File: config.mk
export PLATFORM = sky130hd
export DESIGN_NAME = bouncing_body_integrator_core
export DESIGN_NICKNAME = d
export VERILOG_FILES = /design/src/sv/bbi_pkg.sv /design/src/sv/bouncing_body_integrator_core.sv /design/src/sv/bbi_cfg.sv /design/src/sv/bbi_mul.sv /design/src/sv/bbi_ctrl.sv
export VERILOG_INCLUDE_DIRS = /design/src /design/src/sv
export SDC_FILE = /design/constraint.sdc
export NUM_CORES = 2
export LEC_CHECK = 0
export ABC_AREA = 1
export BUFFER_PORTS_ARGS = -buffer_cell sky130_fd_sc_hd__buf_2
export CAP_MARGIN = 15
export CORE_MARGIN = 4
export CORE_UTILIZATION = 56
export CTS_CLUSTER_DIAMETER = 120
export DETAILED_ROUTE_END_ITERATION = 16
export PLACE_DENSITY = 0.75
export SYNTH_ARGS = -nofsm -noshare
export SYNTH_HDL_FRONTEND = slang
export SYNTH_SLANG_ARGS = --single-unit
File: constraint.sdc
create_clock -name aclk -period 18.1 [get_ports aclk]
set_clock_uncertainty 0.05 [all_clocks]
set_input_delay 2.715 -clock aclk [delete_from_list [all_inputs] [get_ports aclk]]
set_output_delay 2.715 -clock aclk [all_outputs]
set_load 0.05 [all_outputs]
File: src/sv/assert_macros.svh
// ----------------------------------------------------------------------------
// assert_macros.svh
// Assertion macros shared by the integrator core, empty for synthesis
// ----------------------------------------------------------------------------
`ifndef ASSERT_MACROS_SVH
`define ASSERT_MACROS_SVH

`ifndef SYNTHESIS

// clocked check, off while reset is asserted
`define BBI_ASSERT(lbl, clk, rstn, prop, msg) \
    lbl: assert property (@(posedge clk) disable iff (!(rstn)) (prop)) else $error(msg);

// clocked check that also holds during reset
`define BBI_ASSERT_ALWAYS(lbl, clk, prop, msg) \
    lbl: assert property (@(posedge clk) (prop)) else $error(msg);

`else

`define BBI_ASSERT(lbl, clk, rstn, prop, msg)
`define BBI_ASSERT_ALWAYS(lbl, clk, prop, msg)

`endif

`endif

File: src/sv/bbi_pkg.sv
// ----------------------------------------------------------------------------
// bbi_pkg
// Item types, configuration view and constants of the bouncing body integrator
// ----------------------------------------------------------------------------
package bbi_pkg;

    // unsigned Q16 factors (dt, restitution, friction coefficient)
    localparam int unsigned Q_SHIFT = 16;
    localparam int unsigned QW      = 17;
    localparam logic [QW-1:0] QONE  = 17'h10000;

    // configuration register indexes
    localparam int unsigned CFG_IDX_W = 3;
    localparam logic [CFG_IDX_W-1:0] REG_GRAVITY     = 3'd0;
    localparam logic [CFG_IDX_W-1:0] REG_RESTITUTION = 3'd1;
    localparam logic [CFG_IDX_W-1:0] REG_FRICTION    = 3'd2;
    localparam logic [CFG_IDX_W-1:0] REG_VEL_EPS     = 3'd3;
    localparam logic [CFG_IDX_W-1:0] REG_IDLE_THR    = 3'd4;

    // register reset values
    localparam logic [30:0] DEF_GRAVITY     = 31'd41943040;
    localparam logic [16:0] DEF_RESTITUTION = 17'd32768;
    localparam logic [16:0] DEF_FRICTION    = 17'd0;
    localparam logic [15:0] DEF_VEL_EPS     = 16'd66;
    localparam logic [31:0] DEF_IDLE_THR    = 32'd6000;

    typedef struct packed {
        logic              mode;
        logic [31:0]       now_ms;
        logic [15:0]       step_dt;
        logic signed [31:0] load_pos_x;
        logic signed [31:0] load_pos_y;
        logic signed [31:0] load_pos_z;
        logic signed [31:0] load_vel_x;
        logic signed [31:0] load_vel_y;
        logic signed [31:0] load_vel_z;
    } in_item_t;

    typedef struct packed {
        logic signed [31:0] pos_x;
        logic signed [31:0] pos_y;
        logic signed [31:0] pos_z;
        logic signed [31:0] vel_x;
        logic signed [31:0] vel_y;
        logic signed [31:0] vel_z;
        logic              landed;
        logic              idle;
    } out_item_t;

    // settings as the datapath uses them, factors already clamped
    typedef struct packed {
        logic [30:0]   gravity;
        logic [QW-1:0] rest_q;
        logic [QW-1:0] fric_coef;
        logic [15:0]   vel_eps;
        logic [31:0]   idle_thr;
    } cfg_t;

endpackage

File: src/sv/bouncing_body_integrator_core.sv
// ----------------------------------------------------------------------------
// bouncing_body_integrator_core
// One body's position and velocity, stepped by semi-implicit Euler with bounce
// ----------------------------------------------------------------------------
// usage
//   s_valid/s_ready/s_item take one item: a load (mode 1) or a step (mode 0).
//   m_valid/m_ready/m_item return exactly one result item per input item.
//   cfg_wr_en/cfg_index/cfg_wdata write the settings; write only while idle.
// timing
//   load or resting body: ST_IDLE, then ST_DONE, which registers the result.
//   step: ST_GRAV, ST_PX, ST_PY, ST_PZ, ST_ZC, ST_EPS, ST_DONE; a step that
//   reaches the ground runs ST_RV, ST_RP, ST_FX and ST_FY before ST_EPS.
//   every product goes through the one shared multiplier, one per cycle,
//   and some use an earlier result. s_ready is high only while no item is
//   in work, so one item at a time: a new item waits until ST_DONE has ended.
// reset
//   aresetn low clears position, velocity and last-moved time to zero and
//   restores the default settings; no item is pending afterwards.
// stall
//   a result held by m_ready low waits in the output register; the next item
//   is accepted meanwhile and its result waits until the register is free.
// ----------------------------------------------------------------------------
module bouncing_body_integrator_core #(
    parameter int unsigned COORD_WIDTH = 32
) (
    input  logic                            aclk,
    input  logic                            aresetn,
    input  logic                            cfg_wr_en,
    input  logic [bbi_pkg::CFG_IDX_W-1:0]   cfg_index,
    input  logic [31:0]                     cfg_wdata,
    input  logic                            s_valid,
    output logic                            s_ready,
    input  bbi_pkg::in_item_t               s_item,
    output logic                            m_valid,
    input  logic                            m_ready,
    output bbi_pkg::out_item_t              m_item
);

    localparam int unsigned AW = ((COORD_WIDTH > 31) ? COORD_WIDTH : 31) + 1;

    bbi_pkg::cfg_t              cfg;
    logic signed [AW-1:0]       mul_a;
    logic [bbi_pkg::QW-1:0]     mul_b;
    logic signed [AW+1:0]       mul_q;

    bbi_cfg u_cfg (
        .aclk      (aclk),
        .aresetn   (aresetn),
        .cfg_wr_en (cfg_wr_en),
        .cfg_index (cfg_index),
        .cfg_wdata (cfg_wdata),
        .cfg       (cfg)
    );

    bbi_mul #(
        .OPA_WIDTH (AW)
    ) u_mul (
        .aclk (aclk),
        .op_a (mul_a),
        .op_b (mul_b),
        .q    (mul_q)
    );

    bbi_ctrl #(
        .COORD_WIDTH (COORD_WIDTH)
    ) u_ctrl (
        .aclk    (aclk),
        .aresetn (aresetn),
        .cfg     (cfg),
        .s_valid (s_valid),
        .s_ready (s_ready),
        .s_item  (s_item),
        .m_valid (m_valid),
        .m_ready (m_ready),
        .m_item  (m_item),
        .mul_a   (mul_a),
        .mul_b   (mul_b),
        .mul_q   (mul_q)
    );

endmodule

File: src/sv/bbi_cfg.sv
// ----------------------------------------------------------------------------
// bbi_cfg
// Configuration registers with clamped restitution and friction coefficient
// ----------------------------------------------------------------------------
module bbi_cfg (
    input  logic                                aclk,
    input  logic                                aresetn,
    input  logic                                cfg_wr_en,
    input  logic [bbi_pkg::CFG_IDX_W-1:0]       cfg_index,
    input  logic [31:0]                         cfg_wdata,
    output bbi_pkg::cfg_t                       cfg
);

    logic [30:0]              gravity_reg;
    logic [bbi_pkg::QW-1:0]   restitution_reg;
    logic [bbi_pkg::QW-1:0]   friction_reg;
    logic [15:0]              vel_eps_reg;
    logic [31:0]              idle_thr_reg;

    always_ff @(posedge aclk) begin
        if (!aresetn) begin
            gravity_reg     <= bbi_pkg::DEF_GRAVITY;
            restitution_reg <= bbi_pkg::DEF_RESTITUTION;
            friction_reg    <= bbi_pkg::DEF_FRICTION;
            vel_eps_reg     <= bbi_pkg::DEF_VEL_EPS;
            idle_thr_reg    <= bbi_pkg::DEF_IDLE_THR;
        end else if (cfg_wr_en) begin
            unique case (cfg_index)
                bbi_pkg::REG_GRAVITY:     gravity_reg     <= cfg_wdata[30:0];
                bbi_pkg::REG_RESTITUTION: restitution_reg <= cfg_wdata[bbi_pkg::QW-1:0];
                bbi_pkg::REG_FRICTION:    friction_reg    <= cfg_wdata[bbi_pkg::QW-1:0];
                bbi_pkg::REG_VEL_EPS:     vel_eps_reg     <= cfg_wdata[15:0];
                bbi_pkg::REG_IDLE_THR:    idle_thr_reg    <= cfg_wdata;
                default: ;
            endcase
        end
    end

    // factors above one act as one
    always_comb begin
        cfg.gravity   = gravity_reg;
        cfg.rest_q    = (restitution_reg > bbi_pkg::QONE) ? bbi_pkg::QONE : restitution_reg;
        cfg.fric_coef = bbi_pkg::QONE -
                        ((friction_reg > bbi_pkg::QONE) ? bbi_pkg::QONE : friction_reg);
        cfg.vel_eps   = vel_eps_reg;
        cfg.idle_thr  = idle_thr_reg;
    end

endmodule

File: src/sv/bbi_mul.sv
// ----------------------------------------------------------------------------
// bbi_mul
// Shared signed multiplier by an unsigned Q16 factor, registered, floor shift
// ----------------------------------------------------------------------------
module bbi_mul #(
    parameter int unsigned OPA_WIDTH = 33
) (
    input  logic                          aclk,
    input  logic signed [OPA_WIDTH-1:0]   op_a,
    input  logic [bbi_pkg::QW-1:0]        op_b,
    output logic signed [OPA_WIDTH+1:0]   q
);

    localparam int unsigned PW = OPA_WIDTH + bbi_pkg::QW + 1;

    logic signed [PW-1:0] prod_reg;

    always_ff @(posedge aclk) begin
        prod_reg <= op_a * $signed({1'b0, op_b});
    end

    // dropping the low bits of a two's complement product rounds toward minus infinity
    assign q = prod_reg[PW-1:bbi_pkg::Q_SHIFT];

endmodule

File: src/sv/bbi_ctrl.sv
// ----------------------------------------------------------------------------
// bbi_ctrl
// Sequencer and body state: drives the shared multiplier one product a step
// ----------------------------------------------------------------------------
`include "assert_macros.svh"

module bbi_ctrl #(
    parameter int unsigned COORD_WIDTH = 32
) (
    input  logic                                aclk,
    input  logic                                aresetn,
    input  bbi_pkg::cfg_t                       cfg,
    input  logic                                s_valid,
    output logic                                s_ready,
    input  bbi_pkg::in_item_t                   s_item,
    output logic                                m_valid,
    input  logic                                m_ready,
    output bbi_pkg::out_item_t                  m_item,
    output logic signed [((COORD_WIDTH > 31) ? COORD_WIDTH : 31):0] mul_a,
    output logic [bbi_pkg::QW-1:0]              mul_b,
    input  logic signed [((COORD_WIDTH > 31) ? COORD_WIDTH : 31)+2:0] mul_q
);

    localparam int unsigned CW = COORD_WIDTH;
    localparam int unsigned AW = ((CW > 31) ? CW : 31) + 1;

    typedef enum logic [3:0] {
        ST_IDLE, ST_GRAV, ST_PX, ST_PY, ST_PZ, ST_ZC,
        ST_RV, ST_RP, ST_FX, ST_FY, ST_EPS, ST_DONE
    } state_t;

    state_t              state_reg;
    logic [CW-1:0]       pos_x_reg, pos_y_reg, pos_z_reg;
    logic [CW-1:0]       vel_x_reg, vel_y_reg, vel_z_reg;
    logic [CW-1:0]       prev_x_reg, prev_y_reg, prev_z_reg;
    logic [31:0]         last_reg;
    logic                mode_reg;
    logic [31:0]         now_reg;
    logic [15:0]         dt_reg;
    logic                m_valid_reg;
    bbi_pkg::out_item_t  m_item_reg;

    logic [CW-1:0]       prod_lo;
    logic [CW-1:0]       pz_sum;
    logic                ground;
    logic                at_rest;
    logic                moved;
    logic                idle_cmp;
    logic                landed;
    logic [31:0]         idle_diff;

    function automatic logic signed [AW-1:0] sext_a(input logic [CW-1:0] v);
        return {{(AW-CW){v[CW-1]}}, v};
    endfunction

    // low 32 bits of the state word, zero padded when the word is narrower
    function automatic logic [31:0] to_out(input logic [CW-1:0] v);
        logic [CW+31:0] w;
        w = (CW+32)'(v);
        return w[31:0];
    endfunction

    function automatic logic [CW-1:0] from_in(input logic [31:0] v);
        logic [CW+31:0] w;
        w = {{CW{v[31]}}, v};
        return w[CW-1:0];
    endfunction

    function automatic logic is_small(input logic [CW-1:0] v, input logic [15:0] eps);
        logic [CW:0] w;
        logic [CW:0] mag;
        w   = {v[CW-1], v};
        mag = v[CW-1] ? (~w + 1'b1) : w;
        return mag < (CW+1)'(eps);
    endfunction

    assign prod_lo   = mul_q[CW-1:0];
    assign pz_sum    = pos_z_reg + prod_lo;
    assign ground    = pz_sum[CW-1] || (pz_sum == '0);
    assign at_rest   = (vel_x_reg == '0) && (vel_y_reg == '0) && (vel_z_reg == '0) &&
                       (pos_z_reg == '0);
    assign moved     = (pos_x_reg != prev_x_reg) || (pos_y_reg != prev_y_reg) ||
                       (pos_z_reg != prev_z_reg);
    assign idle_diff = now_reg - last_reg;
    assign idle_cmp  = idle_diff > cfg.idle_thr;
    assign landed    = !mode_reg && !prev_z_reg[CW-1] && (prev_z_reg != '0) &&
                       (pos_z_reg == '0);

    // operands for the product that is issued in this state
    always_comb begin
        unique case (state_reg)
            ST_GRAV: begin
                mul_a = $signed(AW'(cfg.gravity));
                mul_b = {1'b0, dt_reg};
            end
            ST_PX: begin
                mul_a = sext_a(vel_x_reg);
                mul_b = {1'b0, dt_reg};
            end
            ST_PY: begin
                mul_a = sext_a(vel_y_reg);
                mul_b = {1'b0, dt_reg};
            end
            ST_PZ: begin
                mul_a = sext_a(vel_z_reg);
                mul_b = {1'b0, dt_reg};
            end
            ST_ZC: begin
                mul_a = sext_a(vel_z_reg);
                mul_b = cfg.rest_q;
            end
            ST_RV: begin
                mul_a = sext_a(pos_z_reg);
                mul_b = cfg.rest_q;
            end
            ST_RP: begin
                mul_a = sext_a(vel_x_reg);
                mul_b = cfg.fric_coef;
            end
            ST_FX: begin
                mul_a = sext_a(vel_y_reg);
                mul_b = cfg.fric_coef;
            end
            default: begin
                mul_a = '0;
                mul_b = '0;
            end
        endcase
    end

    always_ff @(posedge aclk) begin
        if (!aresetn) begin
            state_reg   <= ST_IDLE;
            m_valid_reg <= 1'b0;
            pos_x_reg   <= '0;
            pos_y_reg   <= '0;
            pos_z_reg   <= '0;
            vel_x_reg   <= '0;
            vel_y_reg   <= '0;
            vel_z_reg   <= '0;
            last_reg    <= '0;
        end else begin
            if (m_valid_reg && m_ready && (state_reg != ST_DONE)) begin
                m_valid_reg <= 1'b0;
            end
            unique case (state_reg)
                ST_IDLE: begin
                    if (s_valid) begin
                        mode_reg   <= s_item.mode;
                        now_reg    <= s_item.now_ms;
                        dt_reg     <= s_item.step_dt;
                        prev_x_reg <= pos_x_reg;
                        prev_y_reg <= pos_y_reg;
                        prev_z_reg <= pos_z_reg;
                        if (s_item.mode) begin
                            pos_x_reg <= from_in(s_item.load_pos_x);
                            pos_y_reg <= from_in(s_item.load_pos_y);
                            pos_z_reg <= from_in(s_item.load_pos_z);
                            vel_x_reg <= from_in(s_item.load_vel_x);
                            vel_y_reg <= from_in(s_item.load_vel_y);
                            vel_z_reg <= from_in(s_item.load_vel_z);
                            last_reg  <= s_item.now_ms;
                            state_reg <= ST_DONE;
                        end else if (at_rest) begin
                            state_reg <= ST_DONE;
                        end else begin
                            state_reg <= ST_GRAV;
                        end
                    end
                end
                ST_GRAV: state_reg <= ST_PX;
                ST_PX: begin
                    vel_z_reg <= vel_z_reg - prod_lo;
                    state_reg <= ST_PY;
                end
                ST_PY: begin
                    pos_x_reg <= pos_x_reg + prod_lo;
                    state_reg <= ST_PZ;
                end
                ST_PZ: begin
                    pos_y_reg <= pos_y_reg + prod_lo;
                    state_reg <= ST_ZC;
                end
                ST_ZC: begin
                    pos_z_reg <= pz_sum;
                    state_reg <= ground ? ST_RV : ST_EPS;
                end
                // bounce: z terms flip sign and scale by restitution, x and y lose the friction share
                ST_RV: begin
                    vel_z_reg <= '0 - prod_lo;
                    state_reg <= ST_RP;
                end
                ST_RP: begin
                    pos_z_reg <= '0 - prod_lo;
                    state_reg <= ST_FX;
                end
                ST_FX: begin
                    vel_x_reg <= prod_lo;
                    state_reg <= ST_FY;
                end
                ST_FY: begin
                    vel_y_reg <= prod_lo;
                    state_reg <= ST_EPS;
                end
                ST_EPS: begin
                    if (is_small(vel_x_reg, cfg.vel_eps)) vel_x_reg <= '0;
                    if (is_small(vel_y_reg, cfg.vel_eps)) vel_y_reg <= '0;
                    if (is_small(vel_z_reg, cfg.vel_eps)) vel_z_reg <= '0;
                    state_reg <= ST_DONE;
                end
                ST_DONE: begin
                    if (!m_valid_reg || m_ready) begin
                        m_item_reg.pos_x  <= to_out(pos_x_reg);
                        m_item_reg.pos_y  <= to_out(pos_y_reg);
                        m_item_reg.pos_z  <= to_out(pos_z_reg);
                        m_item_reg.vel_x  <= to_out(vel_x_reg);
                        m_item_reg.vel_y  <= to_out(vel_y_reg);
                        m_item_reg.vel_z  <= to_out(vel_z_reg);
                        m_item_reg.landed <= landed;
                        // a move resets the idle timer, so only an unmoved body can be idle
                        m_item_reg.idle   <= !mode_reg && !moved && idle_cmp;
                        m_valid_reg       <= 1'b1;
                        if (!mode_reg && moved) begin
                            last_reg <= now_reg;
                        end
                        state_reg <= ST_IDLE;
                    end
                end
                default: state_reg <= ST_IDLE;
            endcase
        end
    end

    assign s_ready = (state_reg == ST_IDLE);
    assign m_valid = m_valid_reg;
    assign m_item  = m_item_reg;

    `BBI_ASSERT(a_landed_at_ground, aclk, aresetn,
        m_valid_reg && m_item_reg.landed |-> m_item_reg.pos_z == '0,
        "landed reported with nonzero height")
    `BBI_ASSERT(a_landed_not_idle, aclk, aresetn,
        m_valid_reg |-> !(m_item_reg.landed && m_item_reg.idle),
        "landed and idle reported together")
    `BBI_ASSERT(a_zc_branch, aclk, aresetn,
        state_reg == ST_ZC |=> state_reg == ST_RV || state_reg == ST_EPS,
        "height check left to an unexpected step")
    `BBI_ASSERT(a_result_from_done, aclk, aresetn,
        $rose(m_valid_reg) |-> $past(state_reg == ST_DONE),
        "result raised outside the finishing step")

endmodule

==> summary.txt <==
==================================================================================================
Clock Power Share                                                                            0.155
Via count of the first global-routing pass                                                   57131
Mean area per synthesized cell                                                          7.74 sq um
Core Region                                                                           111000 sq um
Post-detailed-route via-to-cell ratio                                                         5.96
Die H                                                                                  342 microns
Filler-free cell count of the finished design                                                10051
Final Util                                                                                   0.625
Synth warnings                                                                                   0
Final number of hold-violating endpoints                                                         0
Ranking of synthesized cells by instance count                                        1564 x nand2_1, 1303 x inv_1, 962 x nor2_1, 561 x a21oi_1, 512 x fa_1
Pin count of the biggest net entering global routing                                           186
Post-synth EDFFs                                                                               339
FF-to-FF setup slack                                                                       8740 ps
Summed negative setup slack over all endpoints                                                0 ps
Setup crit start kind                                                                    flip-flop
Highest ir drop seen on vdd                                                                 140 uV
CP max-delay cell                                                                             fa_1
Run status                                                                            finished, final reports clean
Total area of multi-input combinational cells                                          38600 sq um
Share of the clock period used by the worst path after layout                                0.517
Critical-path maximum fanout                                                                    42
Postcts setup bufs                                                                               0
Switching Share                                                                              0.535
I/O pin cnt                                                                                    477
TritonCTS clock tree                                                                           yes
Die width                                                                              342 microns
Static Leakage                                                                             32.8 nW
Max transition margin                                                                        0.167
Number of buffers added by the clock tree synthesis step                                        78
Type of the tightest min-delay check                                                    reg -> reg
Maximum frequency from static timing analysis                                              107 MHz
WHS Endpoint                                                                          u_cfg.idle_thr_reg[26]$_SDFFE_PN0P_
Number of flip-flops in the largest register                                                   194
Max-slew violation count                                                                         0
Net switching power figure                                                                 5.81 mW
Worst endpoint required time                                                              18610 ps
# H-tree levels                                                                                  3
Number of buffers inserted for hold repair after clock tree synthesis                            0
Maximum single-stage delay on the critical path                                             830 ps
RR Endpoint                                                                           u_mul.prod_reg[47]$_DFF_P_
Seq. cell area                                                                         17700 sq um
Final hold slack                                                                            414 ps
GRT Total Usage                                                                              0.422
Number of nets with antenna violations after routing                                             0
Fill cell total of the finished layout                                                        9820
Wire length of the first global-routing pass                                          366000 microns
DP HPWL                                                                               203000 microns
Wirelength, routed                                                                    254000 microns
Routed wire per std cell                                                              25.2 microns
Depth of the most critical reg-to-reg path                                                      32
Gate Count Post-Synth                                                                         8078
Pint                                                                                       5.05 mW
Cell types occupying the most area after synthesis                                    fa_1 16%, edfxtp_1 16%, dfxtp_1 12%
Most numerous cell on the critical path                                                       fa_1
Share of synthesized area occupied by flip-flops and latches                                 0.283
Post-synth top flop                                                                        dfxtp_1
Start-to-end type of the worst setup path                                               reg -> reg
Start of the worst register-to-register path                                          u_ctrl.state_reg[2]$_SDFFE_PN0P_
Critical Path AT                                                                           9870 ps
Cell with the most instances after synthesis                                               nand2_1
Actual transition at the worst max-transition pin                                          1240 ps
Number of sinks on the clock net                                                               713
Unique cell type count in the Yosys netlist                                                     68
Worst setup slack before clock tree synthesis                                              8970 ps
Synthesized netlist net count                                                                 9218
Yosys top cell area share                                                                    0.164
Clock buffer depth                                                                               3
Final setup vio count                                                                            0
Crit path setup slack, layout                                                              8740 ps
Final Critical Period                                                                      9360 ps
GPL Wtd Cong                                                                                  1.09
Vias after detailed routing                                                                  59883
Origin of the worst min-delay path                                                    u_cfg.idle_thr_reg[26]$_SDFFE_PN0P_
Antenna violations before repair                                                                20
Number of nets in the layout                                                                  9627
Max-cap violations                                                                               0
Portion of total power attributed to sequential cells                                        0.233
Root cell of the clock tree                                                              clkbuf_16
Cell accounting for the most synthesized area                                                 fa_1
Nature of the critical path endpoint                                                     flip-flop
Gates resized, CTS repair                                                                        0
First DRT Iteration DRCs                                                                      7926
Clock transition time at the flip-flop clock pins of the worst setup and hold paths          60 ps
Remaining global-route overflow                                                                  0
Power density normalized to cell area                                                  157 nW/um^2
Placed insts                                                                                  9895
DRC violations left                                                                              0
Quantity of I/O buffers inserted on ports                                                      476
Syn Std Cell Area                                                                      62500 sq um
Area of the die                                                                       117000 sq um
Share of synthesized registers carrying an async set or reset                                    0
Count of cells along the worst hold path                                                         2
Placement row count                                                                            122
Initial core utilization                                                                     0.564
Fraction of final layout cells sized beyond drive strength 1                                 0.109
Unrepaired setup endpoints after global routing                                                 no
Pre-antenna DRT Iters                                                                            7
Synthesis-to-finish area growth                                                              10.7%
Share of total power in combinational logic                                                  0.612
Post-synthesis register bit count                                                              713
Clock insertion delay at the later pin of the skew report                                   690 ps
==================================================================================================
critical path, delay by kind of cell (launching register included):
family / cells / cell delay (ps)
buf+inv: 9 / 1760
flops: 1 / 370
fa+ha+maj: 7 / 3880
simple gates: 15 / 3030
compound gates: 1 / 100
power by group through the flow:
stage | Sequential (mW) | Clock (mW) | Combinational (mW)
after global placement | 2.51 | 0 | 6.29
after CTS | 2.49 | 1.69 | 6.43
final | 2.53 | 1.68 | 6.65
after floorplan | 2.35 | 0 | 4.36
after detailed placement | 2.52 | 0 | 6.39
after global routing | 2.53 | 1.75 | 7.22
stage by stage:
step           area (sq um)  power, mW
2_1_floorplan         62500       6.71
3_3_place_gp          66500       8.81
3_5_place_dp          66500       8.91
4_1_cts               69200       10.6
5_1_grt               69200       11.5
6_report              69200       10.9
cells in the final DEF (no fill, tap or decap), drive strengths merged, types with 164 or more instances in the layout:
| cell type | instances |
|---|---|
| a21oi | 575 |
| buf | 586 |
| dfxtp | 374 |
| edfxtp | 339 |
| fa | 512 |
| ha | 347 |
| inv | 1376 |
| nand2 | 1578 |
| nand3 | 383 |
| nor2 | 990 |
| o21ai | 460 |
| xor2 | 164 |
final cells by class:
class | instances | share of cell area
multi-input cells | 5732 | 0.557
flip-flops and latches | 713 | 0.255
inverters | 1376 | 0.0746
repair buffers | 586 | 0.0466
clock buffers | 105 | 0.0305
well taps | 1488 | 0.0269
clock inverters | 40 | 0.00826
diodes | 11 | 0.000398
how the worst max path moves through the flow:
stage,start,end,depth (start not counted)
2_1_floorplan,aresetn,u_ctrl.m_item[0]$_DFFE_PP_,4
3_5_place_dp,u_ctrl.state_reg[2]$_SDFFE_PN0P_,u_mul.prod_reg[47]$_DFF_P_,32
3_3_place_gp,u_ctrl.state_reg[2]$_SDFFE_PN0P_,u_mul.prod_reg[47]$_DFF_P_,32
6_report,u_ctrl.state_reg[2]$_SDFFE_PN0P_,u_mul.prod_reg[47]$_DFF_P_,32
4_1_cts,u_ctrl.state_reg[2]$_SDFFE_PN0P_,u_mul.prod_reg[47]$_DFF_P_,32
5_1_grt,u_ctrl.state_reg[2]$_SDFFE_PN0P_,u_mul.prod_reg[47]$_DFF_P_,32
metal layers:
layer	global-route usage	wire [microns]	share of wire
met5	0	62	0.00024
met1	0.561	96800	0.38
met2	0.625	107000	0.42
met3	0.121	33100	0.13
met4	0.227	16700	0.066
logic make-up (layout without fill, tap and decap cells):
group | after synthesis | count (layout) | synth area share
buffers and inverters | 1633 | 2107 | 0.102
AND/OR/NAND/NOR | 3267 | 3267 | 0.224
AO/OA/AOI/OAI | 1310 | 1310 | 0.117
multiplexers | 31 | 31 | 0.00496
adder cells (fa/ha/maj) | 859 | 859 | 0.233
other | 0 | 11 | 0
XOR/XNOR | 265 | 265 | 0.0371
flip-flops | 713 | 713 | 0.283
Note: power is estimated with default switching activity, not from simulation.
